### config.mk
export PLATFORM = sky130hd
export DESIGN_NAME = tar_header_stream_scanner
export DESIGN_NICKNAME = d
export VERILOG_FILES = /design/src/design/ths_pkg.sv /design/src/design/ths_scan.sv /design/src/design/ths_out_reg.sv /design/src/design/tar_header_stream_scanner.sv
export SDC_FILE = /design/constraint.sdc
export NUM_CORES = 1
export LEC_CHECK = 0
export BUFFER_PORTS_ARGS = -buffer_cell sky130_fd_sc_hd__buf_2
export CORE_AREA = 2 2 140 142
export CTS_CLUSTER_DIAMETER = 40
export DETAILED_ROUTE_END_ITERATION = 7
export DIE_AREA = 0 0 142 144
export HOLD_SLACK_MARGIN = 0.06
export PLACE_DENSITY_LB_ADDON = 0.1
export SLEW_MARGIN = 20
export SYNTH_ARGS = -nofsm -noshare
export SYNTH_HDL_FRONTEND = slang
export SYNTH_SLANG_ARGS = --single-unit
### constraint.sdc
create_clock -name clk -period 16.6 [get_ports clk]
set_clock_uncertainty 0.15 [all_clocks]
set_input_delay 1.66 -clock clk [delete_from_list [all_inputs] [get_ports clk]]
set_output_delay 1.66 -clock clk [all_outputs]
set_load 0.03 [all_outputs]
### src/design/ths_pkg.sv
// Shared types, constants and helpers for the tar header stream scanner.
package ths_pkg;

	// Counter widths
	localparam int OFFSET_BITS = 32;
	localparam int INDEX_BITS  = 16;
	localparam int SIZE_BITS   = 36;
	localparam int SKIP_BITS   = 27;
	localparam int POS_BITS    = 9;

	// Byte positions inside a 512-byte header block
	localparam logic [POS_BITS-1:0] POS_NAME      = 9'd0;
	localparam logic [POS_BITS-1:0] POS_SIZE_LO   = 9'd124;
	localparam logic [POS_BITS-1:0] POS_SIZE_HI   = 9'd135;
	localparam logic [POS_BITS-1:0] POS_TYPEFLAG  = 9'd156;
	localparam logic [POS_BITS-1:0] POS_MAGIC_LO  = 9'd257;
	localparam logic [POS_BITS-1:0] POS_MAGIC_HI  = 9'd261;
	localparam logic [POS_BITS-1:0] POS_BLOCK_END = 9'd511;

	// Characters
	localparam logic [7:0] CHAR_ZERO  = 8'h30;
	localparam logic [7:0] CHAR_SEVEN = 8'h37;
	localparam logic [7:0] CHAR_FIVE  = 8'h35;

	// Result kinds
	localparam logic [1:0] KIND_ENTRY     = 2'd0;
	localparam logic [1:0] KIND_END       = 2'd1;
	localparam logic [1:0] KIND_BAD_MAGIC = 2'd2;
	localparam logic [1:0] KIND_TRUNCATED = 2'd3;

	// Scanner phase
	typedef enum logic [2:0] {
		PH_HEADER = 3'b001,
		PH_SKIP   = 3'b010,
		PH_DONE   = 3'b100
	} phase_t;

	typedef struct packed {
		logic [7:0] data_byte;
		logic       last_byte;
	} in_item_t;

	typedef struct packed {
		logic [1:0]  kind;
		logic        is_directory;
		logic [31:0] data_start;
		logic [31:0] file_bytes;
		logic [15:0] entry_index;
	} out_item_t;

	// Expected magic text "ustar", one character per index
	function automatic logic [7:0] magic_char(input logic [2:0] idx);
		logic [7:0] c;
		unique case (idx)
			3'd0: c = 8'h75;
			3'd1: c = 8'h73;
			3'd2: c = 8'h74;
			3'd3: c = 8'h61;
			3'd4: c = 8'h72;
			default: c = 8'h00;
		endcase
		return c;
	endfunction

endpackage

### src/design/ths_scan.sv
// Header scanner: block position, field capture, data skipping and result build.
module ths_scan
	import ths_pkg::*;
(
	input  logic      clk,
	input  logic      arst_n,
	input  logic      step,
	input  in_item_t  item_s1,
	output logic      hit,
	output out_item_t result
);

	phase_t                 phase_q, phase_d;
	logic [POS_BITS-1:0]    pos_q;
	logic [SIZE_BITS-1:0]   size_q, size_d;
	logic                   oct_stop_q, oct_stop_d;
	logic                   name_q, name_d;
	logic                   dir_q, dir_d;
	logic                   magic_ok_q, magic_ok_d;
	logic                   first_q, first_d;
	logic [SKIP_BITS-1:0]   skip_q, skip_d;
	logic [OFFSET_BITS-1:0] off_q, off_next;
	logic [INDEX_BITS-1:0]  entries_q, entries_d;

	logic [7:0]             b;
	logic                   hdr_end;
	logic                   in_size, in_magic, is_octal;
	logic [SKIP_BITS:0]     blocks;
	logic [OFFSET_BITS+31:0] off_ext;
	logic [INDEX_BITS+15:0]  idx_ext;
	logic [POS_BITS-1:0]    magic_pos;

	assign b        = item_s1.data_byte;
	assign off_next = off_q + 1'b1;
	assign hdr_end  = (phase_q == PH_HEADER) && (pos_q == POS_BLOCK_END);
	assign in_size  = (pos_q >= POS_SIZE_LO) && (pos_q <= POS_SIZE_HI);
	assign in_magic = (pos_q >= POS_MAGIC_LO) && (pos_q <= POS_MAGIC_HI);
	assign is_octal = (b >= CHAR_ZERO) && (b <= CHAR_SEVEN);
	assign magic_pos = pos_q - POS_MAGIC_LO;
	assign off_ext  = {{32{1'b0}}, off_next};
	assign idx_ext  = {{16{1'b0}}, entries_q};

	// data blocks covered by the size, rounded up
	assign blocks = {1'b0, size_q[SIZE_BITS-1:POS_BITS]}
		+ {{SKIP_BITS{1'b0}}, |size_q[POS_BITS-1:0]};

	// a result leaves on a header end, or on a last byte before any terminal result
	assign hit = hdr_end || (item_s1.last_byte && (phase_q != PH_DONE));

	// result fields
	always_comb begin
		result              = '0;
		result.entry_index  = idx_ext[15:0];
		if (hdr_end) begin
			if (first_q && !magic_ok_q) begin
				result.kind = KIND_BAD_MAGIC;
			end else if (!name_q) begin
				result.kind = KIND_END;
			end else begin
				result.kind         = KIND_ENTRY;
				result.is_directory = dir_q;
				if (!dir_q) begin
					result.data_start = off_ext[31:0];
					result.file_bytes = size_q[31:0];
				end
			end
		end else begin
			result.kind = KIND_TRUNCATED;
		end
	end

	// next state
	always_comb begin
		phase_d    = phase_q;
		size_d     = size_q;
		oct_stop_d = oct_stop_q;
		name_d     = name_q;
		dir_d      = dir_q;
		magic_ok_d = magic_ok_q;
		first_d    = first_q;
		skip_d     = skip_q;
		entries_d  = entries_q;

		unique case (phase_q)
			PH_HEADER: begin
				if (pos_q == POS_NAME) begin
					name_d = (b != 8'h00);
				end
				if (in_size && !oct_stop_q) begin
					if (is_octal) begin
						size_d = {size_q[SIZE_BITS-4:0], b[2:0]};
					end else begin
						oct_stop_d = 1'b1;
					end
				end
				if (pos_q == POS_TYPEFLAG) begin
					dir_d = (b == CHAR_FIVE);
				end
				if (in_magic && first_q && (b != magic_char(magic_pos[2:0]))) begin
					magic_ok_d = 1'b0;
				end
				if (hdr_end) begin
					first_d = 1'b0;
					if ((first_q && !magic_ok_q) || !name_q) begin
						phase_d = PH_DONE;
					end else begin
						if (entries_q != '1) begin
							entries_d = entries_q + 1'b1;
						end
						if (blocks == '0) begin
							phase_d = PH_HEADER;
						end else begin
							phase_d = PH_SKIP;
							skip_d  = SKIP_BITS'(blocks - 1'b1);
						end
					end
					size_d     = '0;
					oct_stop_d = 1'b0;
					name_d     = 1'b0;
					dir_d      = 1'b0;
				end
			end
			PH_SKIP: begin
				if (pos_q == POS_BLOCK_END) begin
					if (skip_q == '0) begin
						phase_d = PH_HEADER;
					end else begin
						skip_d = skip_q - 1'b1;
					end
				end
			end
			PH_DONE: begin
			end
			default: begin
				phase_d = PH_HEADER;
			end
		endcase
	end

	// state registers; the last byte re-arms for a new archive
	always_ff @(posedge clk or negedge arst_n) begin
		if (!arst_n) begin
			phase_q    <= PH_HEADER;
			pos_q      <= '0;
			size_q     <= '0;
			oct_stop_q <= 1'b0;
			name_q     <= 1'b0;
			dir_q      <= 1'b0;
			magic_ok_q <= 1'b1;
			first_q    <= 1'b1;
			skip_q     <= '0;
			off_q      <= '0;
			entries_q  <= '0;
		end else if (step) begin
			if (item_s1.last_byte) begin
				phase_q    <= PH_HEADER;
				pos_q      <= '0;
				size_q     <= '0;
				oct_stop_q <= 1'b0;
				name_q     <= 1'b0;
				dir_q      <= 1'b0;
				magic_ok_q <= 1'b1;
				first_q    <= 1'b1;
				skip_q     <= '0;
				off_q      <= '0;
				entries_q  <= '0;
			end else begin
				phase_q    <= phase_d;
				pos_q      <= pos_q + 1'b1;
				size_q     <= size_d;
				oct_stop_q <= oct_stop_d;
				name_q     <= name_d;
				dir_q      <= dir_d;
				magic_ok_q <= magic_ok_d;
				first_q    <= first_d;
				skip_q     <= skip_d;
				off_q      <= off_next;
				entries_q  <= entries_d;
			end
		end
	end

endmodule

### src/design/ths_out_reg.sv
// Result register holding one finished transaction until the sink takes it.
module ths_out_reg
	import ths_pkg::*;
(
	input  logic      clk,
	input  logic      arst_n,
	input  logic      load,
	input  out_item_t load_data,
	output logic      free,
	output logic      res_valid,
	input  logic      res_stall,
	output out_item_t res
);

	logic      valid_q;
	out_item_t data_q;

	// slot can take a new result when empty or draining this cycle
	assign free      = !valid_q || !res_stall;
	assign res_valid = valid_q;
	assign res       = data_q;

	always_ff @(posedge clk or negedge arst_n) begin
		if (!arst_n) begin
			valid_q <= 1'b0;
		end else if (load) begin
			valid_q <= 1'b1;
		end else if (!res_stall) begin
			valid_q <= 1'b0;
		end
	end

	always_ff @(posedge clk) begin
		if (load) begin
			data_q <= load_data;
		end
	end

endmodule

### src/design/tar_header_stream_scanner.sv
// Top level of the tar header stream scanner: input register, scanner, result register.
//
//  channel  | direction | handshake                | payload
//  ---------+-----------+--------------------------+-----------------------------
//  item     | in        | item_valid / item_stall  | in_item_t: data_byte, last_byte
//  res      | out       | res_valid / res_stall    | out_item_t: kind .. entry_index
//
// One archive byte per cycle, but for the stall below; results leave from a register.
// The input register feeds the scanner state update and the result register together.
// Reset (arst_n low) empties both registers and returns the scanner to the first header.
// A byte that yields a result waits in the input register while the result register is
// full and stalled; bytes that yield no result keep flowing.
module tar_header_stream_scanner
	import ths_pkg::*;
(
	input  logic      clk,
	input  logic      arst_n,
	input  logic      item_valid,
	output logic      item_stall,
	input  in_item_t  item,
	output logic      res_valid,
	input  logic      res_stall,
	output out_item_t res
);

	logic      valid_s1;
	in_item_t  item_s1;
	logic      hit;
	logic      go;
	logic      out_free;
	out_item_t result;

	// the held byte moves on unless its result has nowhere to go
	assign go         = valid_s1 && (!hit || out_free);
	assign item_stall = valid_s1 && !go;

	// input register
	always_ff @(posedge clk or negedge arst_n) begin
		if (!arst_n) begin
			valid_s1 <= 1'b0;
		end else if (item_valid && !item_stall) begin
			valid_s1 <= 1'b1;
		end else if (go) begin
			valid_s1 <= 1'b0;
		end
	end

	always_ff @(posedge clk) begin
		if (item_valid && !item_stall) begin
			item_s1 <= item;
		end
	end

	ths_scan u_scan (
		.clk     (clk),
		.arst_n  (arst_n),
		.step    (go),
		.item_s1 (item_s1),
		.hit     (hit),
		.result  (result)
	);

	ths_out_reg u_out (
		.clk       (clk),
		.arst_n    (arst_n),
		.load      (go && hit),
		.load_data (result),
		.free      (out_free),
		.res_valid (res_valid),
		.res_stall (res_stall),
		.res       (res)
	);

	// input side only backs up behind a full, stalled result register
	a_stall_cause: assert property (@(posedge clk) disable iff (!arst_n)
		item_stall |-> (res_valid && res_stall))
		else $error("input stalled without a blocked result");

	// directories report zero offset and size
	a_dir_zero: assert property (@(posedge clk) disable iff (!arst_n)
		(res_valid && res.is_directory) |-> (res.data_start == '0 && res.file_bytes == '0))
		else $error("directory result with nonzero offset or size");

	// only entries carry the directory flag or payload fields
	a_terminal_clean: assert property (@(posedge clk) disable iff (!arst_n)
		(res_valid && res.kind != KIND_ENTRY) |->
		(!res.is_directory && res.data_start == '0 && res.file_bytes == '0))
		else $error("terminal result with entry fields set");

	// a held result is replaced only after the sink takes it
	a_no_overwrite: assert property (@(posedge clk) disable iff (!arst_n)
		(res_valid && res_stall) |=> res_valid)
		else $error("held result dropped");

endmodule
Word-level counts from Yosys, hierarchy flattened
Cells that the tools add are included.
{ "word_totals": {"ff_bits": 222, "inputBits": 13, "out_inout_bits": 85, "elab_cells": 165} }
{ "op_classes": {"addsub": 7, "n_lt_le_gt_ge": 6, "eq_ne": 23, "muxes": 53, "bitwise_logic": 2, "n_reduce_logical": 53} }
{ "op_table": {"columns": ["op", "count"], "rows": [
  ["36-bit two-way mux", 5],
  ["27-bit two-way mux", 6],
  ["16-bit two-way mux", 5],
  ["27-bit one-hot mux with 2 select lines", 1],
  ["27-bit by 1-bit subtractor with 27-bit output, second input constant", 2],
  ["7-bit one-hot mux with 5 select lines", 1],
  ["32-bit by 1-bit adder with 32-bit output, second input constant", 1],
  ["32-bit two-way mux", 1],
  ["27-bit by 1-bit adder with 28-bit output", 1],
  ["28-bit zero test", 1],
  ["27-bit zero test", 1],
  ["1-bit two-way mux", 25],
  ["16-bit by 1-bit adder with 16-bit output, second input constant", 1],
  ["16-bit != test, second input constant", 1],
  ["3-bit two-way mux", 5],
  ["3-bit nonzero test", 5],
  ["1-bit logical AND", 13],
  ["3-bit by 2-bit != test with 1-bit output, second input constant", 4],
  ["3-bit != test, second input constant", 4],
  ["3-bit AND reduction", 4],
  ["5-bit AND reduction", 2],
  ["2-bit nonzero test", 5],
  ["9-bit by 1-bit adder with 9-bit output, second input constant", 1],
  ["3-bit by 2-bit == test with 1-bit output, second input constant", 3],
  ["other kinds (31)", 46]
]} }

Logic depth before layout (Yosys ltp)
Gate-level depths: netlist (run 1).
{ "logic_depth": {"depth_word": 11, "depth_mapped": 17, "ltp_nobuf": 13} }

By module
A second synthesis (run 1) with hierarchy kept.
{ "hier_totals": {"cells_unflattened": 1144, "area_unflattened_um2": 11614.9} }
{ "modules_own_cells": {"columns": ["mod", "n_inst", "cells_per_inst", "area_per_inst_um2", "seq_area_each_um2"], "rows": [
  ["ths_scan", 1, 1040, 8735.9, 3206.8],
  ["ths_out_reg", 1, 86, 2528.7, 2517.4],
  ["tar_header_stream_scanner", 1, 18, 350.3, 295.3]
]} }

Worst setup path before layout (run 1)
OpenSTA, ideal clock, no wires.
{ "synth_path": {"kind": "input-to-reg", "startpoint": "input port res_stall", "endpoint": "register u_out.data_q (netlist bit u_out.res[0]), enable pin", "setup_time_ps": 651, "arrival_ps": 8474, "required_time_ps": 15799, "path_slack_ps": 7326, "stages": 6, "n_path_buf": 2, "path_cell_list": "nand2_1 -> a211oi_1 -> nand2b_1 -> clkbuf_1 -> clkbuf_1 -> a211oi_1"} }
{ "synth_between": {"elab_chain_cells": 5} }
{ "synth_rtl": {"columns": ["item", "line", "source"], "rows": [
  ["start: declaration", "tar_header_stream_scanner.sv:22", "input logic res_stall,"],
  ["1-bit zero test", "ths_out_reg.sv:19", "assign free = !valid_q || !res_stall;"],
  ["1-bit logical OR", "ths_out_reg.sv:19", null],
  ["1-bit logical OR", "tar_header_stream_scanner.sv:34", "assign go = valid_s1 && (!hit || out_free);"],
  ["1-bit logical AND", "tar_header_stream_scanner.sv:34", null],
  ["1-bit logical AND", "tar_header_stream_scanner.sv:66", ".load (go && hit),"],
  ["net u_out.load", "ths_out_reg.sv:7", "input logic load,"],
  ["end signal: assignment", "ths_out_reg.sv:35", "data_q <= load_data;"],
  ["end: declaration", "ths_out_reg.sv:16", "out_item_t data_q;"]
]} }
The timed path passes the listed nets, and every way through them passes these cells.
A chain may end at the register's enable or synchronous reset.

Final worst setup path (run 1)
{ "layout_path": {"startpoint": "register u_scan.size_q[3]", "endpoint": "register u_scan.skip_q[6]"} }
{ "layout_between": {"elab_chain_cells": 8, "word_cells_on_any_way": 11, "classes_between": "add/sub: 2; eq/ne: 1; mux: 5; reduce/logical: 3"} }
{ "layout_rtl": {"columns": ["item", "line", "source"], "rows": [
  ["start: declaration", "ths_scan.sv:15", "logic [SIZE_BITS-1:0] size_q, size_d;"],
  ["start signal: assignment", "ths_scan.sv:170", "size_q <= size_d;"],
  ["9-bit OR reduction *", "ths_scan.sv:45", "+ {{SKIP_BITS{1'b0}}, |size_q[POS_BITS-1:0]};"],
  ["27-bit by 1-bit adder with 28-bit output *", "ths_scan.sv:45", null],
  ["27-bit by 1-bit subtractor with 27-bit output", "ths_scan.sv:114", "skip_d = SKIP_BITS'(blocks - 1'b1);"],
  ["27-bit two-way mux", "ths_scan.sv:110", "if (blocks == '0) begin"],
  ["27-bit two-way mux", "ths_scan.sv:104", "if ((first_q && !magic_ok_q) || !name_q) begin"],
  ["27-bit two-way mux", "ths_scan.sv:102", "if (hdr_end) begin"],
  ["27-bit one-hot mux with 2 select lines", "ths_scan.sv:84", "unique case (phase_q)"],
  ["27-bit two-way mux", "ths_scan.sv:155", "if (item_s1.last_byte) begin"],
  ["end signal: assignment", "ths_scan.sv:176", "skip_q <= skip_d;"],
  ["end: declaration", "ths_scan.sv:21", "logic [SKIP_BITS-1:0] skip_q, skip_d;"]
]} }
Every way passes the cells marked *; elsewhere a longest branch is shown, timed or not. The select of a mux whose other input is x is not followed.

==> summary.md, run 1 <==
| Metric | Value |
|---|---|
| Hold Crit Start | u_scan.magic_ok_q$_DFFE_PN1P_ |
| Critical Path Max Stage Delay | around 0.85 ns |
| Gpl congestion | 0.898 |
| Mapped Cells | approximately 1,300 |
| Total CTS buffers | 34 |
| Pins Over Slew Limit | 0 |
| DR iter-0 viols | 827 |
| Lkg Pwr | 5.61 nW |
| Hold Path End | u_scan.magic_ok_q$_DFFE_PN1P_ |
| Seq/Total Area, Yosys | 49.7% |
| Internal power | 1.30 mW |
| Power Density | 144 nW/um^2 |
| Crit Path Max Fanout | 37 |
| Hold_buf cts | 0 |
| Synth area leaders | dfrtp_1 26%, edfxtp_1 23%, nand2_1 5.8% |
| CP top delay family | simple AND/OR/NAND/NOR gates |
| Die Width | roughly 140 um |
| Async set-reset flop share out of synthesis | 58.6% |
| Core Util, Final | 72.3% |
| Synth-to-Final Area Change | 14.0% |
| Io pins | 98 |
| CTS HTree Levels | 2 |
| Setup ws final | 11.68 ns |
| Reg2reg start | u_scan.size_q[3]$_DFFE_PN0P_ |
| Clock power share | ~36% |
| Critical path buffers and inverters | 0 |
| Row cnt | roughly 50 |
| WHS Path Cells | 2 |
| Drt via density | slightly above 6 |
| DIE AREA | 20,400 um^2 |
| Initial Util | a little under two thirds |
| Yosys synthesis warning count | 0 |
| Maximum VDD drop | 0.000102 V |
| Clock latency at the later pin of the worst-skew pair | 0.51 ns |
| Finished Layout Cells | between 1,500 and 2,000 |
| Maximum Capacitance Violations | 0 |
| Antenna Nets Post-Route | 0 |
| Cell taking the most area after synthesis | dfrtp_1 |
| WP data arrival | 5.12 ns |
| Placed cells | 1,560 |
| Hold crit path type | reg -> reg |
| TNS Setup | 0 ns |
| Register bit count reported by yosys | about 220 |
| Critical path capture point type | flop |
| Status | complete, no violations |
| Post-synthesis cell type count | 77 |
| Final wirelength | 27,600 um |
| TritonRoute pass-1 iters | 7 |
| Logic pwr share | 28.1% |
| Crit start category | flop |
| # resized after CTS | 0 |
| Reg power frac | 36.3% |
| Sw Share | 34.3% |
| Top_reg_cell synth | dfrtp_1 |
| Fraction of layout cells with a size suffix above 1 | 14.8% |
| DP HPWL | 17,700 um |
| DRC violations left | 0 |
| Core Area | 19,100 um^2 |
| # setup viols final | 0 |
| Critical path, cell by cell | nor4_1 > nand3_1 > ha_1 > ha_1 > and4_2 > nand4_1 > o31a_1 > nor2_1 > and3_1 > nand3_1 > a21oi_4 > nand2b_1 > o211ai_1 |
| Vias in the first global route | 9,288 |
| CTS root buf | clkbuf_16 |
| Worst path slowest cell | a21oi_4 |
| CTS clk-pin slew, worst paths | around 0.060 ns |
| RSZ-0062 raised after global routing | false |
| Critical Path RT | 16.81 ns |
| Synthesized area | approximately 12,000 um^2 |
| Clk sinks | 222 |
| Worst R2R Setup Slack | 11.68 ns |
| Die H | 144 um |
| Net Sw Power | roughly 0.68 mW |
| Final-report hold violation count | 0 |
| Slew @ Worst Pin | roughly 1.1 ns |
| Most common library cell in the layout ignoring fill and taps | nand2_1 |
| Syn_nets | 1,325 |
| Routed wire per std cell | 17.0 um |
| First-pass GRT wire length | 45,800 um |
| Worst setup path startpoint | u_scan.size_q[3]$_DFFE_PN0P_ |
| R2R Path End | u_scan.skip_q[6]$_DFFE_PN0P_ |
| Setup bufs post-CTS | 0 |
| CTS tree | yes |
| Total gr overflow | 0 |
| WS Path Type | reg -> reg |
| Largest net degree at the start of global routing | 85 |
| Port Buffers | just under 100 |
| Post-synth EDFFs | 92 |
| Post-route clock period utilization | between 20% and 30% |
| Commonest non-fill, non-tap cells in the layout | 187 x nand2_1, 139 x nor2_1, 127 x dfrtp_1 |
| Area share of the largest cell type after synthesis | 26.3% |
| Max_slew headroom | between 20 and 30% |
| Total Routing Usage GR | 27.6% |
| Number of vias in the routed layout | 9,862 |
| Nets | 1,385 |
| DP Worst Slack | 11.74 ns |
| Clk buf depth | 3 |
| Syn_area_per_cell | roughly 9.3 um^2 |
| Initial antenna violation count | 1 |
| Worst r2r path cells | 13 |
| Fmax | 0.203 GHz |
| Period minus WS final | 4.92 ns |
synth_stat cells (31+ instances only):
cell	instances
nand2_1	187
nand3_1	78
nor3_1	42
xnor2_1	42
o31ai_1	31
dfrtp_1	127
edfxtp_1	92
o21ai_0	83
xor2_1	35
clkbuf_1	65
and2_1	37
nor2_1	139
a21oi_1	37
metrics by stage:
stage | hold slack [ns] | total power [mW] | cell area, um^2
after floorplan | 0.289 | 1.16 | 12100
after global placement | 0.300 | 1.27 | 12700
after detailed placement | 0.303 | 1.28 | 12700
after CTS | 0.312 | 1.99 | 13800
after global routing | 0.328 | 2.09 | 13800
final | 0.311 | 1.99 | 13800
tightest hold or removal path, delay by kind of cell (launching register included):
family,cells,cell delay (ns)
flip-flops,1,0.37
AND/OR/NAND/NOR,2,0.09
metal layers:
layer | up-vias | routed length (um) | GRT usage, %
met5 | - | 0 | 0
met4 | 0 | 598 | 9.79
met1 | 4732 | 12200 | 37.3
met2 | 303 | 13100 | 45.2
li1 | 4781 | - | -
met3 | 46 | 1670 | 5.20
layout make-up:
class                           instances  area (um^2)
Inverter                               20         75.1
Antenna cell                            1         2.50
Clock inverter                         22          238
Clock buffer                           39          901
Multi-Input combinational cell        970         5680
Timing Repair Buffer                  110          586
Fill cell                            1415         5280
Sequential cell                       222         6020
Tap cell                              238          298
sequential cells by signal, summed over array words and instances, names as in the netlist:
signal / count
u_scan.size_q: 36
u_scan.oct_stop_q: 1
u_scan.skip_q: 27
u_out.res_valid: 1
u_out.res: 83
u_scan.phase_q: 3
valid_s1: 1
u_scan.pos_q: 9
u_scan.name_q: 1
u_scan.off_q: 32
item_s1: 9
u_scan.entries_q: 16
u_scan.first_q: 1
u_scan.magic_ok_q: 1
u_scan.dir_q: 1
kinds of logic (layout without fill, tap and decap cells):
logic type,Yosys count,after routing,share of synthesized area [%]
other,0,1,0
buffers and inverters,106,191,3.62
muxes,23,23,1.94
DFF,222,222,49.7
adders and majority gates,14,14,1.45
xor gates and xnor gates,77,77,5.57
AOI/OAI and AO/OA,237,237,12.8
and+or+nand+nor,619,619,24.9
power by group through the flow:
stage                     combinational (mW)  sequential [mW]  clock (mW)
after floorplan                        0.418            0.739           0
after global placement                 0.542            0.726           0
after detailed placement               0.551            0.728           0
after CTS                              0.556            0.719       0.717
after global routing                   0.623            0.732       0.738
final                                  0.559            0.721       0.707
how the worst max path moves through the flow:
stage,to,slack [ns],cells after the start
after CTS,u_scan.skip_q[6]$_DFFE_PN0P_,11.73,13
after detailed placement,u_scan.skip_q[21]$_DFFE_PN0P_,11.74,13
after global routing,u_scan.skip_q[9]$_DFFE_PN0P_,11.22,13
final,u_scan.skip_q[6]$_DFFE_PN0P_,11.68,13
after floorplan,u_out.res[0]$_DFFE_PP_,7.33,6
after global placement,u_scan.skip_q[9]$_DFFE_PN0P_,11.91,13
Note: power is estimated with default switching activity, not from simulation.
==> inputs of run 2 (changes only) <==
--- a/config.mk
+++ b/config.mk
@@ -5,11 +5,12 @@
 export SDC_FILE = /design/constraint.sdc
 export NUM_CORES = 1
 export LEC_CHECK = 0
+export ABC_AREA = 1
 export BUFFER_PORTS_ARGS = -buffer_cell sky130_fd_sc_hd__buf_2
-export CORE_AREA = 2 2 140 142
+export CORE_AREA = 2 2 149 151
 export CTS_CLUSTER_DIAMETER = 40
 export DETAILED_ROUTE_END_ITERATION = 7
-export DIE_AREA = 0 0 142 144
+export DIE_AREA = 0 0 151 153
 export HOLD_SLACK_MARGIN = 0.06
 export PLACE_DENSITY_LB_ADDON = 0.1
 export SLEW_MARGIN = 20
==> constraint.sdc (replaced) <==
create_clock -name clk -period 4.1 [get_ports clk]
set_clock_uncertainty 0.15 [all_clocks]
set_input_delay 0.41 -clock clk [delete_from_list [all_inputs] [get_ports clk]]
set_output_delay 0.41 -clock clk [all_outputs]
set_load 0.03 [all_outputs]
==> run 2 against run 1 <==
  * Non-clock buffer count increased by 16
  * Critical path depth stayed put
  * Via count fell by 3.2%
  * Highest routed layer unchanged
  * Register-to-register slack lost 11 ns
  * Fmax is 39% higher
  * Cell count grew 11%
==> summary.md, run 2 <==
| Metric | Value |
|---|---|
| Reg area | 6020 um^2 |
| WP data arrival | 3.84 ns |
| Crit Path Max Fanout | 35 |
| Cell taking the most area after synthesis | dfrtp_1 |
| Placed cells | 1,723 |
| Critical path buffers and inverters | 1 |
| TritonRoute pass-1 iters | 5 |
| Clk buf depth | 3 |
| Fraction of layout cells with a size suffix above 1 | 14.5% |
| Register bit count reported by yosys | 222 |
| Crit start category | flop |
| Power Density | 509 nW/um^2 |
| Count leader, synth | nand2_1 |
| Post-synth top cells | 336 x nand2_1, 197 x nor2_1, 161 x inv_1 |
| Critical Path Max Stage Delay | 0.81 ns |
| Slew @ Worst Pin | 1.06 ns |
| Mapped Cells | 1,361 |
| TNS Setup | 0 ns |
| Die Width | between 150 and 200 um |
| Total gr overflow | 0 |
| Number of vias in the routed layout | 9,548 |
| Drt via density | around 5.3 |
| Largest register FFs | 83 |
| Final wirelength | 27,800 um |
| Routed wire per std cell | approximately 15 um |
| DIE AREA | ~23,000 um^2 |
| Core Util, Final | 62.8% |
| Io pins | roughly 100 |
| Maximum Capacitance Violations | 0 |
| Post-synth EDFFs | 92 |
| Critical path capture point type | flop |
| Post-synthesis cell type count | 49 |
| RSZ-0062 raised after global routing | false |
| Worst path slowest cell | nand4_2 |
| Final instance area | 13,500 um^2 |
| First-pass GRT wire length | 45,700 um |
| Pins Over Slew Limit | 0 |
| Syn_nets | 1,388 |
| DP HPWL | between 15,000 and 20,000 um |
| CTS tree | yes |
| Critical path, cell by cell | ha_1 > nand3_1 > nor3_1 > ha_1 > nand4_1 > nand2_1 > nand3_2 > nand2_2 > inv_1 > nand2_1 > a21oi_2 > nand4_2 > o22ai_1 |
| Seq/Total Area, Yosys | 52.5% |
| Fillers | 1,872 |
| Syn_area_per_cell | 8.43 um^2 |
| Port Buffers | 97 |
| Nets | around 1,500 |
| Hold crit path type | reg -> reg |
| Die H | 153 um |
| Period minus WS final | roughly 3.5 ns |
| CTS clk-pin slew, worst paths | 0.06 ns |
| Largest net degree at the start of global routing | 84 |
| Critical Path RT | 4.40 ns |
| Status | complete, no violations |
| Synth-to-Final Area Change | 17.6% |
| Post-route clock period utilization | 86.3% |
| Most common library cell in the layout ignoring fill and taps | nand2_1 |
| # setup viols final | 0 |
| Finished Layout Cells | roughly 1,800 |
| Maximum VDD drop | 0.000373 V |
| DP Area | 12,300 um^2 |
| WS Path Type | reg -> reg |
| Synth area leaders | dfrtp_1 28%, edfxtp_1 24%, nand2_1 11% |
| Fmax | 0.283 GHz |
| Area of the multi-input gates | approximately 4700 um^2 |
| CTS root buf | clkbuf_16 |
| Final-report hold violation count | 0 |
| Lkg Pwr | between 5 and 6 nW |
| Vias in the first global route | between 9,000 and 10,000 |
| # resized after CTS | 0 |
| Async set-reset flop share out of synthesis | 58.6% |
| DR iter-0 viols | 565 |
| CP top delay family | simple AND/OR/NAND/NOR gates |
| Initial antenna violation count | 0 |
| Setup ws final | 0.561 ns |
| Top_reg_cell synth | dfrtp_1 |
| DRC violations left | 0 |
| Row cnt | 54 |
| Total Routing Usage GR | 24.5% |
| CTS HTree Levels | 1 |
| Total CTS buffers | 31 |
| DP Worst Slack | between 0.6 and 0.7 ns |
| Initial Util | 53.4% |
| Max_slew headroom | approximately 30% |
| Clock latency at the later pin of the worst-skew pair | 0.57 ns |
| Core Area | 21,500 um^2 |
| Commonest non-fill, non-tap cells in the layout | 336 x nand2_1, 196 x nor2_1, 160 x inv_1 |
| Area share of the largest cell type after synthesis | 27.7% |
| Yosys synthesis warning count | 0 |
| Inserted Diodes | 0 |
| Antenna Nets Post-Route | 0 |
| Gpl congestion | a little over 0.9 |
| Synthesized area | 11,500 um^2 |
| Clk sinks | 222 |
==> run 2: changes by cell type in the layout (fill, tap and decap cells not counted), moves of 19 or more <==
cell | before | now
o21ai_1 | 6 | 25
o31ai_1 | 31 | 5
o22ai_1 | 0 | 59
xnor2_1 | 42 | 6
nor3_1 | 42 | 21
nor2_1 | 139 | 196
nand2_1 | 187 | 336
mux2i_1 | 19 | 0
o21ai_0 | 83 | 50
and2_1 | 37 | 3
inv_1 | 20 | 160
==> run 2: final cells by class <==
type / count / area share [%]
inverters: 163 / 4.55
well taps: 280 / 2.60
repair buffers: 126 / 5.57
clock inverters: 23 / 1.97
flip-flops and latches: 222 / 44.6
multi-input cells: 944 / 34.8
clock buffers: 35 / 5.94
==> run 2: tightest hold or removal path, cell delays in order, from the launching register on <==
cell     delay [ns]
dfstp_2        0.37
o21ai_0        0.06
nand2_1        0.05
==> run 2: timing repair <==
action                     CTS  global route
setup endpoints to repair    0             0
hold buffers                12             0
hold endpoints to repair    67             0
setup buffers                0             0
==> run 2: cells by family (layout without fill, tap and decap cells) <==
family,after synthesis,count (layout),share of synthesized area [%]
DFF,222,222,52.5
buffers and inverters,195,347,6.71
adders and majority gates,14,14,1.53
xor gates and xnor gates,48,48,3.67
and+or+nand+nor,708,708,26.8
AOI/OAI and AO/OA,174,174,8.86
==> run 2: worst paths after layout <==
path | startpoint | to | slack, ns | cells after the start
setup / recovery | u_scan.pos_q[0]$_DFFE_PN0P_ | u_scan.size_q[18]$_DFFE_PN0P_ | 0.56 | 13
hold / removal | u_scan.magic_ok_q$_DFFE_PN1P_ | u_scan.magic_ok_q$_DFFE_PN1P_ | 0.33 | 2
setup reg to reg | u_scan.pos_q[0]$_DFFE_PN0P_ | u_scan.size_q[18]$_DFFE_PN0P_ | 0.56 | 13
hold reg to reg | u_scan.magic_ok_q$_DFFE_PN1P_ | u_scan.magic_ok_q$_DFFE_PN1P_ | 0.33 | 2
max in group asynchronous | arst_n | u_scan.phase_q[0]$_DFFE_PN1P_ | 2.55 | 3
min in group asynchronous | arst_n | u_scan.off_q[11]$_DFFE_PN0P_ | 0.35 | 2
==> run 2: power breakdown <==
group,leakage (nW),internal (mW),total [mW],switching [mW]
clock,0.499,1.63,2.69,1.06
combinational,2.76,0.422,1.40,0.974
sequential,2.64,2.62,2.79,0.167
==> run 2: routing by layer <==
metal | wire, um | global-route usage, %
met1 | 13100 | 36.6
met2 | 12400 | 37.6
met3 | 1460 | 2.75
met4 | 770 | 7.79
met5 | 0 | 0
==> run 2: per-stage QoR <==
stage | hold WS, ns | total power, mW
2_1_floorplan | -0.0356 | 3.83
3_3_place_gp | 0.308 | 4.18
3_5_place_dp | 0.310 | 4.21
4_1_cts | 0.328 | 6.91
5_1_grt | 0.351 | 7.20
6_report | 0.325 | 6.87
==> inputs of run 3 (changes only) <==
--- a/config.mk
+++ b/config.mk
@@ -13,6 +13,7 @@
 export DIE_AREA = 0 0 151 153
 export HOLD_SLACK_MARGIN = 0.06
 export PLACE_DENSITY_LB_ADDON = 0.1
+export RECOVER_POWER = 25
 export SLEW_MARGIN = 20
 export SYNTH_ARGS = -nofsm -noshare
 export SYNTH_HDL_FRONTEND = slang
==> run 3 against run 2 <==
  * The run now ends with capacitance limit, slew limit left
  * Die area is the same
  * Sequential share of layout area grew 0.071 points
  * Non-clock buffer count is the same
  * Cell count is the same
  * Routed wire length grew 0.22%
  * Fmax shrank 0.34%
  * Setup slack lost 0.012 ns
  * Power is essentially flat
  * Critical path depth is the same
  * Register-to-register slack is essentially flat
  * Critical path type unchanged
  * Critical endpoint is now u_scan.size_q[9]$_DFFE_PN0P_
==> summary.md, run 3 (same netlist as run 2, synthesis figures left out) <==
| Metric | Value |
|---|---|
| CTS HTree Levels | 1 |
| CTS root buf | clkbuf_16 |
| Die H | 153 um |
| TNS Setup | 0 ns |
| Most common library cell in the layout ignoring fill and taps | nand2_1 |
| Number of vias in the routed layout | roughly 9,500 |
| Maximum VDD drop | about 0.00037 V |
| Pins Over Slew Limit | 61 |
| Inserted Diodes | 0 |
| Lkg Pwr | slightly below 6 nW |
| Largest register FFs | 83 |
| Synth-to-Final Area Change | 17.4% |
| Crit Path Max Fanout | 35 |
| Io pins | 98 |
| WS Path Type | reg -> reg |
| Placed cells | 1,723 |
| Initial Util | between 50% and 60% |
| Die Width | 151 um |
| Total gr overflow | 0 |
| CTS tree | yes |
| WP data arrival | 3.84 ns |
| Met1 Usage GRT | between 30% and 40% |
| Power Density | a little over 500 nW/um^2 |
| Crit start category | flop |
| R2R Path End | u_scan.size_q[9]$_DFFE_PN0P_ |
| # resized after CTS | 0 |
| Hold Path End | u_scan.magic_ok_q$_DFFE_PN1P_ |
| Drt via density | between 5 and 6 |
| Finished Layout Cells | 1,793 |
| Slew @ Worst Pin | approximately 1.6 ns |
| Fillers | roughly 1,900 |
| Clock latency at the later pin of the worst-skew pair | 0.57 ns |
| DP HPWL | around 20,000 um |
| Core Area | 21,500 um^2 |
| Max_slew headroom | -7.93% |
| Commonest non-fill, non-tap cells in the layout | 336 x nand2_1, 196 x nor2_1, 160 x inv_1 |
| Hold Crit Start | u_scan.magic_ok_q$_DFFE_PN1P_ |
| Maximum Capacitance Violations | 1 |
| Initial antenna violation count | 0 |
| RSZ-0062 raised after global routing | false |
| Post-route clock period utilization | roughly 87% |
| Nets | between 1,500 and 2,000 |
| DIE AREA | around 23,000 um^2 |
| Fmax | about 0.28 GHz |
| Reg area | around 6000 um^2 |
| Hold_buf cts | 12 |
| Period minus WS final | 3.55 ns |
| WHS Path Cells | 2 |
| Status | complete, but fails checks |
| Critical path capture point type | flop |
| Row cnt | 54 |
| Total Routing Usage GR | 24.5% |
| DRC violations left | 0 |
| Worst R2R Setup Slack | about 0.55 ns |
| Layer with the highest usage | met2 |
| Fraction of layout cells with a size suffix above 1 | 13.7% |
| Setup bufs post-CTS | 0 |
| Critical Path RT | 4.39 ns |
| Antenna Nets Post-Route | 0 |
| # setup viols final | 0 |
| CTS clk-pin slew, worst paths | 0.06 ns |
| Worst r2r path cells | 13 |
| Reg2reg start | u_scan.pos_q[0]$_DFFE_PN0P_ |
| DR iter-0 viols | 565 |
| Grt met2 use | between 30% and 40% |
| Final-report hold violation count | 0 |
| M3 GR Usage | under 10% |
| TritonRoute pass-1 iters | 5 |
| Final wirelength | between 20,000 and 30,000 um |
| First-pass GRT wire length | 45,700 um |
| Gpl congestion | 0.914 |
| Hold crit path type | reg -> reg |
| Clk buf depth | 3 |
| Area of the multi-input gates | ~4700 um^2 |
| Routed wire per std cell | 15.5 um |
| Vias in the first global route | 9,144 |
| Clk sinks | 222 |
| Setup ws final | around 0.55 ns |
| Largest net degree at the start of global routing | 84 |
| Port Buffers | 97 |
| DP Worst Slack | 0.606 ns |
| Total CTS buffers | 31 |
| Failing checks | capacitance limit, slew limit |
==> run 3: per-stage QoR <==
| stage | total power [mW] | utilization (%) | hold WS [ns] | area [um^2] |
|---|---|---|---|---|
| after floorplan | 3.83 | - | -0.0356 | 11500 |
| after global routing | 7.19 | 62.7 | 0.351 | 13500 |
| after detailed placement | 4.21 | 57.2 | 0.310 | 12300 |
| final | 6.87 | 62.7 | 0.325 | 13500 |
| after CTS | 6.91 | 62.8 | 0.328 | 13500 |
| after global placement | 4.18 | 57.2 | 0.308 | 12300 |
==> run 3: cell type report <==
class | instances | area share [%]
clock buffers | 35 | 5.95
clock inverters | 23 | 1.97
inverters | 163 | 4.55
multi-input cells | 944 | 34.8
flip-flops and latches | 222 | 44.7
well taps | 280 | 2.60
repair buffers | 126 | 5.43
==> run 3: how the worst max path moves through the flow <==
stage                                      start                          endpoint  slack, ns  depth (start not counted)
finish               u_scan.pos_q[0]$_DFFE_PN0P_      u_scan.size_q[9]$_DFFE_PN0P_       0.55                         13
global route        u_scan.size_q[1]$_DFFE_PN0P_     u_scan.skip_q[26]$_DFFE_PN0P_       0.14                         19
CTS                  u_scan.pos_q[0]$_DFFE_PN0P_  u_scan.entries_q[14]$_DFFE_PN0P_       0.55                         16
detailed placement  u_scan.size_q[1]$_DFFE_PN0P_      u_scan.skip_q[1]$_DFFE_PN0P_       0.61                         17
global placement    u_scan.size_q[1]$_DFFE_PN0P_     u_scan.skip_q[16]$_DFFE_PN0P_       0.66                         16
floorplan            u_scan.pos_q[0]$_DFFE_PN0P_            u_out.res[0]$_DFFE_PP_       0.23                         13
==> run 3: power breakdown <==
part           leakage [nW]  total, mW  switching (mW)  internal (mW)
Clock                 0.499       2.69            1.06           1.63
Combinational          2.73       1.39           0.974          0.418
Sequential             2.64       2.79           0.168           2.62
Total                  5.87       6.87            2.21           4.66
==> run 3: metal layers <==
layer | routed length (um) | vias to the layer above
met5 | 0 | -
met4 | 768 | 0
met3 | 1340 | 59
met2 | 12400 | 253
met1 | 13300 | 4477
li1 | - | 4759
==> run 3: critical path, stage by stage (launching register included) <==
cell and delay [ns]:
dfrtp_1 0.44, ha_1 0.25, nand3_1 0.11, nor3_1 0.06
ha_1 0.22, nand4_1 0.14, nand2_1 0.15, nand3_2 0.13
nand2_2 0.09, inv_1 0.10, nand2_1 0.08, a21oi_2 0.17
nand4_2 0.81, o22ai_1 0.50
